==> config.mk <==
export PLATFORM = sky130hd
export DESIGN_NAME = process_tick_scheduler
export DESIGN_NICKNAME = d
export VERILOG_FILES = /design/src/rtl/pts_pkg.sv /design/src/rtl/pts_front.sv /design/src/rtl/pts_back.sv /design/src/rtl/process_tick_scheduler.sv
export VERILOG_INCLUDE_DIRS = /design/src /design/src/rtl
export SDC_FILE = /design/constraint.sdc
export NUM_CORES = 2
export LEC_CHECK = 0
export BUFFER_PORTS_ARGS = -buffer_cell sky130_fd_sc_hd__buf_2
export CAP_MARGIN = 20
export CELL_PAD_IN_SITES_DETAIL_PLACEMENT = 1
export CELL_PAD_IN_SITES_GLOBAL_PLACEMENT = 1
export CORE_MARGIN = 5
export CORE_UTILIZATION = 47
export CTS_BUF_LIST = sky130_fd_sc_hd__clkbuf_16
export DETAILED_ROUTE_END_ITERATION = 16
export MAX_ROUTING_LAYER = met4
export PLACE_DENSITY_LB_ADDON = 0.1
export SLEW_MARGIN = 20
export SYNTH_ARGS = -nofsm -noshare
export SYNTH_HDL_FRONTEND = slang
export SYNTH_SLANG_ARGS = --single-unit
==> constraint.sdc <==
create_clock -name i_clk -period 10.7 [get_ports i_clk]
set_clock_uncertainty 0.2 [all_clocks]
set_input_delay 0.535 -clock i_clk [delete_from_list [all_inputs] [get_ports i_clk]]
set_output_delay 0.535 -clock i_clk [all_outputs]
set_load 0.1 [all_outputs]
==> src/rtl/process_tick_scheduler_macros.svh <==
// Assertion helpers for the tick scheduler.
`ifndef PROCESS_TICK_SCHEDULER_MACROS_SVH
`define PROCESS_TICK_SCHEDULER_MACROS_SVH

// Implication checked on every rising clock edge outside reset.
`define PTS_ASSERT_IMP(label, ante, cons) \
    label: assert property (@(posedge i_clk) disable iff (!i_rst_n) (ante) |-> (cons)) \
        else $error("assertion failed");

// Implication whose consequent is checked in the cycle after the antecedent.
`define PTS_ASSERT_NEXT(label, ante, cons) \
    label: assert property (@(posedge i_clk) disable iff (!i_rst_n) (ante) |=> (cons)) \
        else $error("assertion failed");

`endif

==> src/rtl/pts_pkg.sv <==
package pts_pkg;
    localparam int MaxEntries = 16;

    localparam logic [1:0] OP_APPEND = 2'd0;
    localparam logic [1:0] OP_HEAD   = 2'd1;
    localparam logic [1:0] OP_TICK   = 2'd2;
    localparam logic [1:0] OP_UNUSED = 2'd3;

    localparam logic [1:0] POL_FCFS = 2'd0;
    localparam logic [1:0] POL_PRIO = 2'd1;
    localparam logic [1:0] POL_SRTF = 2'd2;

    localparam logic [1:0] REG_POLICY = 2'd0;

    typedef struct packed {
        logic [1:0]  op;
        logic [7:0]  id;
        logic [7:0]  prio;
        logic [7:0]  run;
        logic [15:0] arrival;
    } t_cmd;
endpackage

==> src/rtl/pts_front.sv <==
module pts_front (
    input  logic            i_clk,
    input  logic            i_rst_n,
    input  logic            i_start,
    input  logic [1:0]      i_operation,
    input  logic [7:0]      i_process_id,
    input  logic [7:0]      i_priority_req,
    input  logic [7:0]      i_run_time,
    input  logic [15:0]     i_arrival_time,
    input  logic            i_take,
    output logic            o_busy,
    output logic            o_valid,
    output pts_pkg::t_cmd   o_cmd
);
    // Two-entry queue of classified commands; unknown operations are dropped here.
    pts_pkg::t_cmd r_q [2];
    logic          r_rd, r_wr;
    logic [1:0]    r_cnt;
    logic          w_acc, w_push, w_pop;

    assign o_busy  = (r_cnt == 2'd2);
    assign w_acc   = i_start && !o_busy;
    assign w_push  = w_acc && (i_operation != pts_pkg::OP_UNUSED);
    assign w_pop   = i_take && (r_cnt != 2'd0);
    assign o_valid = (r_cnt != 2'd0);
    assign o_cmd   = r_q[r_rd];

    always_ff @(posedge i_clk) begin
        if (w_push) begin
            r_q[r_wr] <= '{op: i_operation, id: i_process_id, prio: i_priority_req,
                           run: i_run_time, arrival: i_arrival_time};
        end
        if (!i_rst_n) begin
            r_rd  <= 1'b0;
            r_wr  <= 1'b0;
            r_cnt <= 2'd0;
        end else begin
            if (w_push) r_wr <= !r_wr;
            if (w_pop)  r_rd <= !r_rd;
            r_cnt <= r_cnt + {1'b0, w_push} - {1'b0, w_pop};
        end
    end
endmodule

==> src/rtl/pts_back.sv <==
module pts_back #(
    parameter int MAX_ENTRIES = pts_pkg::MaxEntries
) (
    input  logic            i_clk,
    input  logic            i_rst_n,
    input  logic            i_valid,
    input  pts_pkg::t_cmd   i_cmd,
    input  logic [1:0]      i_policy,
    output logic            o_take,
    output logic            o_idle_all,
    output logic            o_strobe,
    output logic [7:0]      o_chosen_id,
    output logic            o_idle
);
    localparam int IW = $clog2(MAX_ENTRIES);
    localparam int CW = $clog2(MAX_ENTRIES + 1);
    localparam int NP = 1 << IW;

    // Slot registers form a shift line so head inserts move every entry at once.
    logic [7:0]  r_id   [MAX_ENTRIES];
    logic [7:0]  r_prio [MAX_ENTRIES];
    logic [7:0]  r_rem  [MAX_ENTRIES];
    logic [15:0] r_arr  [MAX_ENTRIES];
    logic [CW-1:0] r_count;
    logic [15:0]   r_time;
    logic [IW-1:0] r_fslot;
    logic          r_fvalid;

    typedef enum logic {S_TAKE, S_APPLY} t_state;
    t_state        r_state;
    pts_pkg::t_cmd r_cmd;

    // Selection: a tournament tree in which the left, earlier side wins ties.
    logic [MAX_ENTRIES-1:0] w_rdy;
    logic          w_tv   [2*NP];
    logic [7:0]    w_tkey [2*NP];
    logic [IW-1:0] w_tidx [2*NP];
    logic          n_found;
    logic [IW-1:0] n_pick;
    logic          w_factive;
    logic          w_full, w_isfcfs;

    assign w_full   = (r_count == CW'(MAX_ENTRIES));
    assign w_isfcfs = (i_policy != pts_pkg::POL_PRIO) && (i_policy != pts_pkg::POL_SRTF);

    always_comb begin
        for (int k = 0; k < MAX_ENTRIES; k++) begin
            w_rdy[k] = (CW'(k) < r_count) && (r_arr[k] <= r_time) && (r_rem[k] != 8'd0);
        end
        w_factive = r_fvalid && w_rdy[r_fslot];
        for (int k = 0; k < 2 * NP; k++) begin
            w_tv[k]   = 1'b0;
            w_tkey[k] = '0;
            w_tidx[k] = '0;
        end
        // Shortest remaining is turned into a largest key by inverting it.
        for (int k = 0; k < MAX_ENTRIES; k++) begin
            w_tv[NP + k]   = w_rdy[k];
            w_tidx[NP + k] = IW'(k);
            if (i_policy == pts_pkg::POL_PRIO) begin
                w_tkey[NP + k] = r_prio[k];
            end else if (i_policy == pts_pkg::POL_SRTF) begin
                w_tkey[NP + k] = ~r_rem[k];
            end else begin
                w_tkey[NP + k] = 8'd0;
            end
        end
        for (int n = NP - 1; n > 0; n--) begin
            if (w_tv[2*n+1] && (!w_tv[2*n] || w_tkey[2*n+1] > w_tkey[2*n])) begin
                w_tv[n]   = 1'b1;
                w_tkey[n] = w_tkey[2*n+1];
                w_tidx[n] = w_tidx[2*n+1];
            end else begin
                w_tv[n]   = w_tv[2*n];
                w_tkey[n] = w_tkey[2*n];
                w_tidx[n] = w_tidx[2*n];
            end
        end
        n_found = w_tv[1];
        n_pick  = (w_isfcfs && w_factive) ? r_fslot : w_tidx[1];
    end

    assign o_take     = (r_state == S_TAKE);
    assign o_idle_all = (r_state == S_TAKE) && !i_valid;

    always_ff @(posedge i_clk) begin
        if (r_state == S_TAKE && i_valid) begin
            r_cmd <= i_cmd;
        end
        // Slot writes are taken in the apply state.
        if (r_state == S_APPLY && r_cmd.op != pts_pkg::OP_TICK && !w_full) begin
            if (r_cmd.op == pts_pkg::OP_HEAD) begin
                for (int k = MAX_ENTRIES - 1; k > 0; k--) begin
                    r_id[k]   <= r_id[k-1];
                    r_prio[k] <= r_prio[k-1];
                    r_rem[k]  <= r_rem[k-1];
                    r_arr[k]  <= r_arr[k-1];
                end
                r_id[0] <= r_cmd.id; r_prio[0] <= r_cmd.prio;
                r_rem[0] <= r_cmd.run; r_arr[0] <= r_cmd.arrival;
            end else begin
                r_id[r_count[IW-1:0]]   <= r_cmd.id;
                r_prio[r_count[IW-1:0]] <= r_cmd.prio;
                r_rem[r_count[IW-1:0]]  <= r_cmd.run;
                r_arr[r_count[IW-1:0]]  <= r_cmd.arrival;
            end
        end
        if (r_state == S_APPLY && r_cmd.op == pts_pkg::OP_TICK && n_found) begin
            r_rem[n_pick] <= r_rem[n_pick] - 8'd1;
        end
        if (!i_rst_n) begin
            r_state  <= S_TAKE;
            r_count  <= '0;
            r_time   <= '0;
            r_fslot  <= '0;
            r_fvalid <= 1'b0;
            o_strobe <= 1'b0;
            o_chosen_id <= '0;
            o_idle   <= 1'b0;
        end else begin
            o_strobe <= 1'b0;
            case (r_state)
                S_TAKE: begin
                    if (i_valid) r_state <= S_APPLY;
                end
                S_APPLY: begin
                    r_state <= S_TAKE;
                    if (r_cmd.op != pts_pkg::OP_TICK) begin
                        if (!w_full) begin
                            r_count <= r_count + CW'(1);
                            if (r_cmd.op == pts_pkg::OP_HEAD && r_fvalid) begin
                                r_fslot <= r_fslot + IW'(1);
                            end
                        end
                    end else begin
                        o_strobe    <= 1'b1;
                        o_chosen_id <= n_found ? r_id[n_pick] : 8'd0;
                        o_idle      <= !n_found;
                        if (r_time != 16'hFFFF) r_time <= r_time + 16'd1;
                        if (w_isfcfs) begin
                            r_fslot  <= n_pick;
                            r_fvalid <= n_found && (r_rem[n_pick] != 8'd1);
                        end else begin
                            r_fvalid <= 1'b0;
                        end
                    end
                end
                default: r_state <= S_TAKE;
            endcase
        end
    end
endmodule

==> src/rtl/process_tick_scheduler.sv <==
// A tick's strobe is registered in the apply state; inserts give none.
// The back end applies each command before it takes the next.
// A two-entry command queue lets start be taken while the back end works.
// Reset (synchronous, active low) empties the table, clears time and the policy.
// The receiver cannot stall: each result is shown for exactly one cycle.
`include "process_tick_scheduler_macros.svh"
module process_tick_scheduler #(
    parameter int MAX_ENTRIES = pts_pkg::MaxEntries
) (
    input  logic        i_clk,
    input  logic        i_rst_n,
    input  logic        start,
    output logic        busy,
    input  logic [1:0]  i_operation,
    input  logic [7:0]  i_process_id,
    input  logic [7:0]  i_priority_req,
    input  logic [7:0]  i_run_time,
    input  logic [15:0] i_arrival_time,
    output logic        o_strobe,
    output logic [7:0]  o_chosen_id,
    output logic        o_idle,
    input  logic        psel,
    input  logic        penable,
    input  logic        pwrite,
    input  logic [1:0]  paddr,
    input  logic [31:0] pwdata,
    output logic [31:0] prdata,
    output logic        pready
);
    logic          w_valid, w_take, w_idle_all;
    pts_pkg::t_cmd w_cmd;
    logic [1:0]    r_policy;

    assign pready = 1'b1;
    assign prdata = (paddr == pts_pkg::REG_POLICY) ? {30'd0, r_policy} : 32'd0;

    always_ff @(posedge i_clk) begin
        if (!i_rst_n) begin
            r_policy <= pts_pkg::POL_FCFS;
        end else if (psel && penable && pwrite && paddr == pts_pkg::REG_POLICY) begin
            r_policy <= pwdata[1:0];
        end
    end

    pts_front u_front (
        .i_clk, .i_rst_n, .i_start(start), .i_operation, .i_process_id,
        .i_priority_req, .i_run_time, .i_arrival_time,
        .i_take(w_take), .o_busy(busy), .o_valid(w_valid), .o_cmd(w_cmd)
    );

    pts_back #(.MAX_ENTRIES(MAX_ENTRIES)) u_back (
        .i_clk, .i_rst_n, .i_valid(w_valid), .i_cmd(w_cmd), .i_policy(r_policy),
        .o_take(w_take), .o_idle_all(w_idle_all), .o_strobe, .o_chosen_id, .o_idle
    );

    `PTS_ASSERT_IMP(a_idle_id_zero, o_strobe && o_idle, o_chosen_id == 8'd0)
    `PTS_ASSERT_NEXT(a_no_back_strobe, o_strobe, !o_strobe)
    `PTS_ASSERT_IMP(a_idle_no_strobe_pending, w_idle_all && !w_valid, !busy)
endmodule

* After elaboration in Yosys (flattened, before gate mapping)
Memory sizes are Yosys's and may differ from the RTL's. A register that Yosys moved wholly into a read port is not among the register bits. Cells that the tools add are included.
Cells by class: $add $sub $neg 6, order comparisons 48, eq/ne operators 14, muxes and demuxes 114, bitwise gates (word level) 19, reduce and logical (&&, ||, !) cells 126
Operators with widths (number):
- 8-bit two-way mux | 51
- 16-bit <= comparator | 16
- 8-bit inverter | 16
- 8-bit nonzero test | 16
- 8-bit greater-than comparator | 15
- 1-bit logical AND | 62
- 4-bit two-way mux | 11
- 1-bit two-way mux | 42
- 4-bit by 5-bit < comparator with 1-bit output (first input constant) | 8
- 8-bit OR reduction | 4
- 1-bit zero test | 20
- 3-bit by 5-bit < comparator with 1-bit output (first input constant) | 4
- 16-bit by 1-bit adder with 16-bit output (second input constant) | 1
- 16-bit two-way mux | 1
- 16-bit inequality test (second input constant) | 1
- 16-bit OR reduction | 1
- 1-bit logical OR | 15
- 1-bit by 5-bit < comparator with 1-bit output (first input constant) | 2
- 2-bit by 5-bit < comparator with 1-bit output (first input constant) | 2
- 2-bit two-way mux | 5
- 2-bit inequality test (second input constant) | 5
- 8-bit by 1-bit inequality test with 1-bit output (second input constant) | 1
- 8-bit by 1-bit subtractor with 8-bit output (second input constant) | 1
- 2-bit == test (second input constant) | 3
- other kinds (17) | 24
Storage, ports and cells: register bits after elaboration 43, bits in writable memories 724, input bits 82, output and inout port bits 44, logic and storage cells 344, memories 5
Memories:
- u_back.r_arr | depth 16, bits a word 16, read ports 16, clocked after Yosys merged registers in 0, wr ports 16, line pts_back.sv:23 | logic [15:0] r_arr [MAX_ENTRIES];
- u_back.r_id | depth 16, bits a word 8, read ports 16, clocked after Yosys merged registers in 0, wr ports 16, line pts_back.sv:20 | logic [7:0] r_id [MAX_ENTRIES];
- u_back.r_prio | depth 16, bits a word 8, read ports 16, clocked after Yosys merged registers in 0, wr ports 16, line pts_back.sv:21 | logic [7:0] r_prio [MAX_ENTRIES];
- u_back.r_rem | depth 16, bits a word 8, read ports 17, clocked after Yosys merged registers in 0, wr ports 16, line pts_back.sv:22 | logic [7:0] r_rem [MAX_ENTRIES];
- u_front.r_q | depth 2, bits a word 42, read ports 1, clocked after Yosys merged registers in 1, wr ports 1, line pts_front.sv:16 | pts_pkg::t_cmd r_q [2];

* Depth between registers and ports, before layout
An unclocked memory read counts as a cell.
depth in word-level cells 25, gate-level depth with buffers 60, gate-level depth less buffers 54

* Modules after synthesis
From an unflattened synthesis, not the netlist that was laid out.
Unflattened totals: cell total of the unflattened synthesis 4205, area total of the unflattened synthesis 49391.1 µm²
By module, submodules not included:
- pts_back | times used 1, cells an instance 4003, area each 45548.7 µm², seq. area each 21220.4 µm²
- pts_front | times used 1, cells an instance 157, area each 3497.1 µm², seq. area each 2622.5 µm²
- process_tick_scheduler | times used 1, cells an instance 45, area each 345.3 µm², seq. area each 40.0 µm²

* Least setup slack after synthesis
Ideal clock, no wire load.
path type register -> register, start point register r_policy[1], end point memory u_back.r_rem[1][2], data pin, library setup time 0.267 ns, arrival 10.330 ns, required time 10.233 ns, path slack -0.096 ns, cell stages (with the launch flop) 58, buffers on the path 8, period minus slack after synthesis 10.796 ns, cells stage by stage dfxtp_1 inv_1 ha_1 clkbuf_1 clkbuf_1 buf_1 a22oi_1 ha_1 nor2b_1 o21a_1 o21ai_0 a21oi_1 o22a_1 o21bai_1 clkbuf_1 nor2_1 a21oi_1 inv_1 [... 22 more ...] o21ai_0 nand2b_1 a21oi_1 o21ai_0 a22oi_1 nor2_1 o211a_2 nor2_8 buf_4 nand2_1 and3_1 o311ai_4 inv_2 ha_1 xnor2_1 mux2i_1 clkbuf_1 o21ai_0
RTL lines:
- start, declared | line process_tick_scheduler.sv:32 | logic [1:0] r_policy;
- start signal, assigned | line process_tick_scheduler.sv:39 | r_policy <= pts_pkg::POL_FCFS;
- start signal, assigned | line process_tick_scheduler.sv:41 | r_policy <= pwdata[1:0];
- end, declared | line pts_back.sv:22

==> key figures <==
Run status
  • Status: complete, but fails checks
  • Failing checks: negative setup slack

Detailed routing
  • Average wire per standard cell: 27.5 um
  • DRC viols: 0
  • Vias per cell: 6.13
  • Remaining antenna violation count: 0
  • DRT Pass-1 Iters: 7
  • Vias after detailed routing: 39879
  • Iter 0 DRT Violations: 3381
  • WL final: 179000 um

Clocking
  • CTS Buf Count: 91
  • H-Tree Depth: 3
  • Clock slew at reported path FFs: 0.06 ns
  • CTS tree: built
  • Root Driver: clkbuf_16
  • CTS max path bufs: 3
  • Clk_lat worst skew: 0.70 ns
  • CTS sink cnt: 809

Setup path
  • CP endpoint kind: flip-flop
  • Reg2reg start: r_policy[1]
  • Required time of the critical path: 10.92 ns
  • CP Class: reg2reg
  • Worst R2R End: u_back.r_rem[10][3]
  • Slowest-stage cell, CP: a2111o_1
  • Critical path's most frequent cell: buf_4
  • R2R Setup Slk: -0.11 ns
  • Worst Path Max Fanout: 14
  • Top delay family on crit path: compound AO/OA/AOI/OAI gates
  • Worst R2R Path Depth: 60
  • CP Launch Type: flip-flop
  • Worst path bufs/invs: 18
  • Max incr delay on CP: 0.48 ns
  • Critical Path AT: 11.03 ns

Synthesis
  • Register area share after synthesis: 0.486
  • FFs w/ async S/R, synth: 0
  • Post-synth EDFFs: 766
  • Predominant post-synthesis flop cell: edfxtp_1
  • Synth cell types: 99
  • Yosys Warn Count: 0
  • Avg Inst Size Synth: 11.4 um^2
  • Post-synthesis cell count: 4317
  • Mapped Area: 49100 um^2
  • Seq cells post-synth: 809

Timing
  • Period minus WS final: 10.81 ns
  • Final worst setup slack: -0.113 ns
  • Post-route setup TNS: -3.78 ns
  • Unrepaired setup endpoints after global routing: true
  • Max-slew headroom: 0.212
  • Fin. max-slew vios: 0
  • Worst-Margin Slew: 1.18 ns
  • Setup Viol. Count Final: 72
  • Final Hold Fails: 0
  • Final worst-path cycle share: 1.01
  • Fmax: 92.5 MHz

Power
  • Peak supply drop: 259 uV
  • Total power: 9.28 mW
  • Static leakage: 24.2 nW
  • PD cells: 150 nW/um^2

Job
  • Max-cap viol count: 0

Final layout
  • FF+latch area: 23900 um^2
  • Final nets: 5522
  • Layout Area Growth over Synthesis: 26.1%
  • Fillers: 10626
  • Finished Cell Area: 61900 um^2
  • Layout cells sized above 1: 0.358
  • Multi-input logic area: 25300 um^2

Floorplanning
  • Core region area: 104000 um^2
  • Die width: 333 um
  • Full die area: 111000 um^2
  • Initial Utilization: 0.474
  • IO Count: 126
  • Row count: 118
  • Die Y: 333 um

Hold path
  • Hold Startpoint: penable
  • Hold path depth: 4
  • Hold Path End: r_policy[0]
  • Worst Hold Class: in2reg

GRT
  • Initial antenna violation count: 2
  • First-pass GRT wire length: 256000 um
  • Largest net degree at the start of global routing: 48
  • Vias in the first global route: 40973
  • Total GRT Usage: 0.311
  • GRT overflow: 0

Placed design
  • RD Place Congestion: 0.949
  • Placed Area: 55800 um^2
  • DP HPWL: 127000 um
  • Port buffer count: 64
  • DP Worst Slack: -0.528 ns
==> sequential cells by signal, summed over array words and instances, names as in the netlist <==
register,flops
u_back.r_count,5
u_back.r_id,128
u_back.r_state,1
u_back.r_arr,256
u_back.r_fslot,4
u_back.r_fvalid,1
r_policy,2
u_back.o_strobe,1
u_back.o_idle,1
u_front.r_q,84
u_back.r_time,16
u_front.r_wr,1
u_back.r_cmd,42
u_back.r_rem,128
u_back.r_prio,128
u_front.r_rd,1
u_front.r_cnt,2
u_back.o_chosen_id,8
==> tightest hold or removal path, stage by stage <==
cell	delay [ns]
buf_2	0.10
nand4_1	0.14
mux2i_1	0.10
nor2b_1	0.11
==> layer usage <==
metal | global-route usage | share of wire | vias up
met5 | - | 0 | -
met3 | 0.0511 | 0.060 | 385
met2 | 0.517 | 0.49 | 1399
met1 | 0.377 | 0.40 | 20204
met4 | 0.135 | 0.049 | 0
li1 | - | - | 17891
==> through the flow <==
step	std cells	hold WS, ns	util
floorplan	4346	0.277	-
global placement	6200	0.300	0.538
detailed placement	6200	0.313	0.538
CTS	6431	0.0763	0.575
global route	6509	0.151	0.597
finish	6510	0.139	0.597
==> report_power, final <==
part / switching, mW / internal [mW]
clock network: 1.36 / 1.80
logic: 1.04 / 0.664
registers: 0.501 / 3.92
==> Yosys cell counts (12+ instances only) <==
cell	number	share of area
a211o_1	17	0.0030
a211oi_1	14	0.0021
a21boi_0	15	0.0023
a21o_1	44	0.0067
a21oi_1	219	0.022
a22o_1	46	0.0082
a22oi_1	100	0.015
a311oi_1	20	0.0036
a31oi_1	16	0.0020
and2_1	46	0.0059
and3_1	22	0.0028
buf_1	45	0.0034
buf_2	23	0.0023
buf_4	35	0.0054
clkbuf_1	176	0.013
dfxtp_1	43	0.018
edfxtp_1	766	0.47
ha_1	388	0.099
inv_1	103	0.0079
mux2_2	536	0.12
mux2i_1	42	0.0086
mux4_2	14	0.0064
nand2_1	467	0.036
nand2b_1	16	0.0020
nand3_1	141	0.014
nand4_1	83	0.011
nor2_1	251	0.019
nor2b_1	44	0.0056
nor3_1	35	0.0036
nor4_1	39	0.0050
o211ai_1	24	0.0037
o21a_1	75	0.011
o21ai_0	161	0.016
o21ai_1	24	0.0024
o21bai_1	12	0.0018
o31ai_1	23	0.0035
or4_1	23	0.0035
xnor2_1	18	0.0032
==> layout make-up <==
class / count / share of cell area
repair buffers: 896 / 0.123
diodes: 2 / 0.0000809
multi-input cells: 3148 / 0.409
clock buffers: 95 / 0.0384
well taps: 1380 / 0.0279
flip-flops and latches: 809 / 0.386
clock inverters: 74 / 0.00934
inverters: 106 / 0.00665
==> placed cells by master (no fill, tap or decap), drive strengths merged, types with 43 or more instances in the layout <==
master	Yosys	layout
a21o	44	44
a21oi	219	219
a22o	46	46
a22oi	102	102
and2	49	49
buf	108	841
clkbuf	176	106
dfxtp	43	43
dlygate4sd3	0	44
edfxtp	766	766
ha	388	388
inv	105	126
mux2	537	537
nand2	469	470
nand3	141	141
nand4	84	84
nor2	254	254
nor2b	44	44
o21a	75	75
o21ai	185	185
==> how the worst max path moves through the flow <==
stage,startpoint,to,slack [ns],cells after the start
2_1_floorplan,r_policy[1],u_back.r_rem[1][2],0.04,57
3_3_place_gp,r_policy[0],u_back.r_rem[13][3],-0.25,54
3_5_place_dp,r_policy[0],u_back.r_rem[10][3],-0.53,53
4_1_cts,r_policy[1],u_back.r_rem[7][4],0.002,62
5_1_grt,r_policy[1],u_back.r_rem[6][3],-0.39,54
6_report,r_policy[1],u_back.r_rem[10][3],-0.11,60
==> repair_timing <==
action,4_1_cts,5_1_grt
hold buffers,44,0
gates cloned,2,14
buffers inserted,16,66
setup endpoints to repair,255,265
resized for setup,66,330
endpoints found under the hold margin,86,0
pin swaps,12,111
==> kinds of logic after synthesis <==
kind of cell	after synthesis	synth area share
AO/OA/AOI/OAI	895	0.122
XOR/XNOR	21	0.00375
adder cells (fa/ha/maj)	388	0.0989
buffers and inverters	390	0.0338
flip-flops	809	0.486
multiplexers	594	0.139
other	2	0.000153
AND/OR/NAND/NOR	1218	0.117
Power figures use the tool's default switching activity.
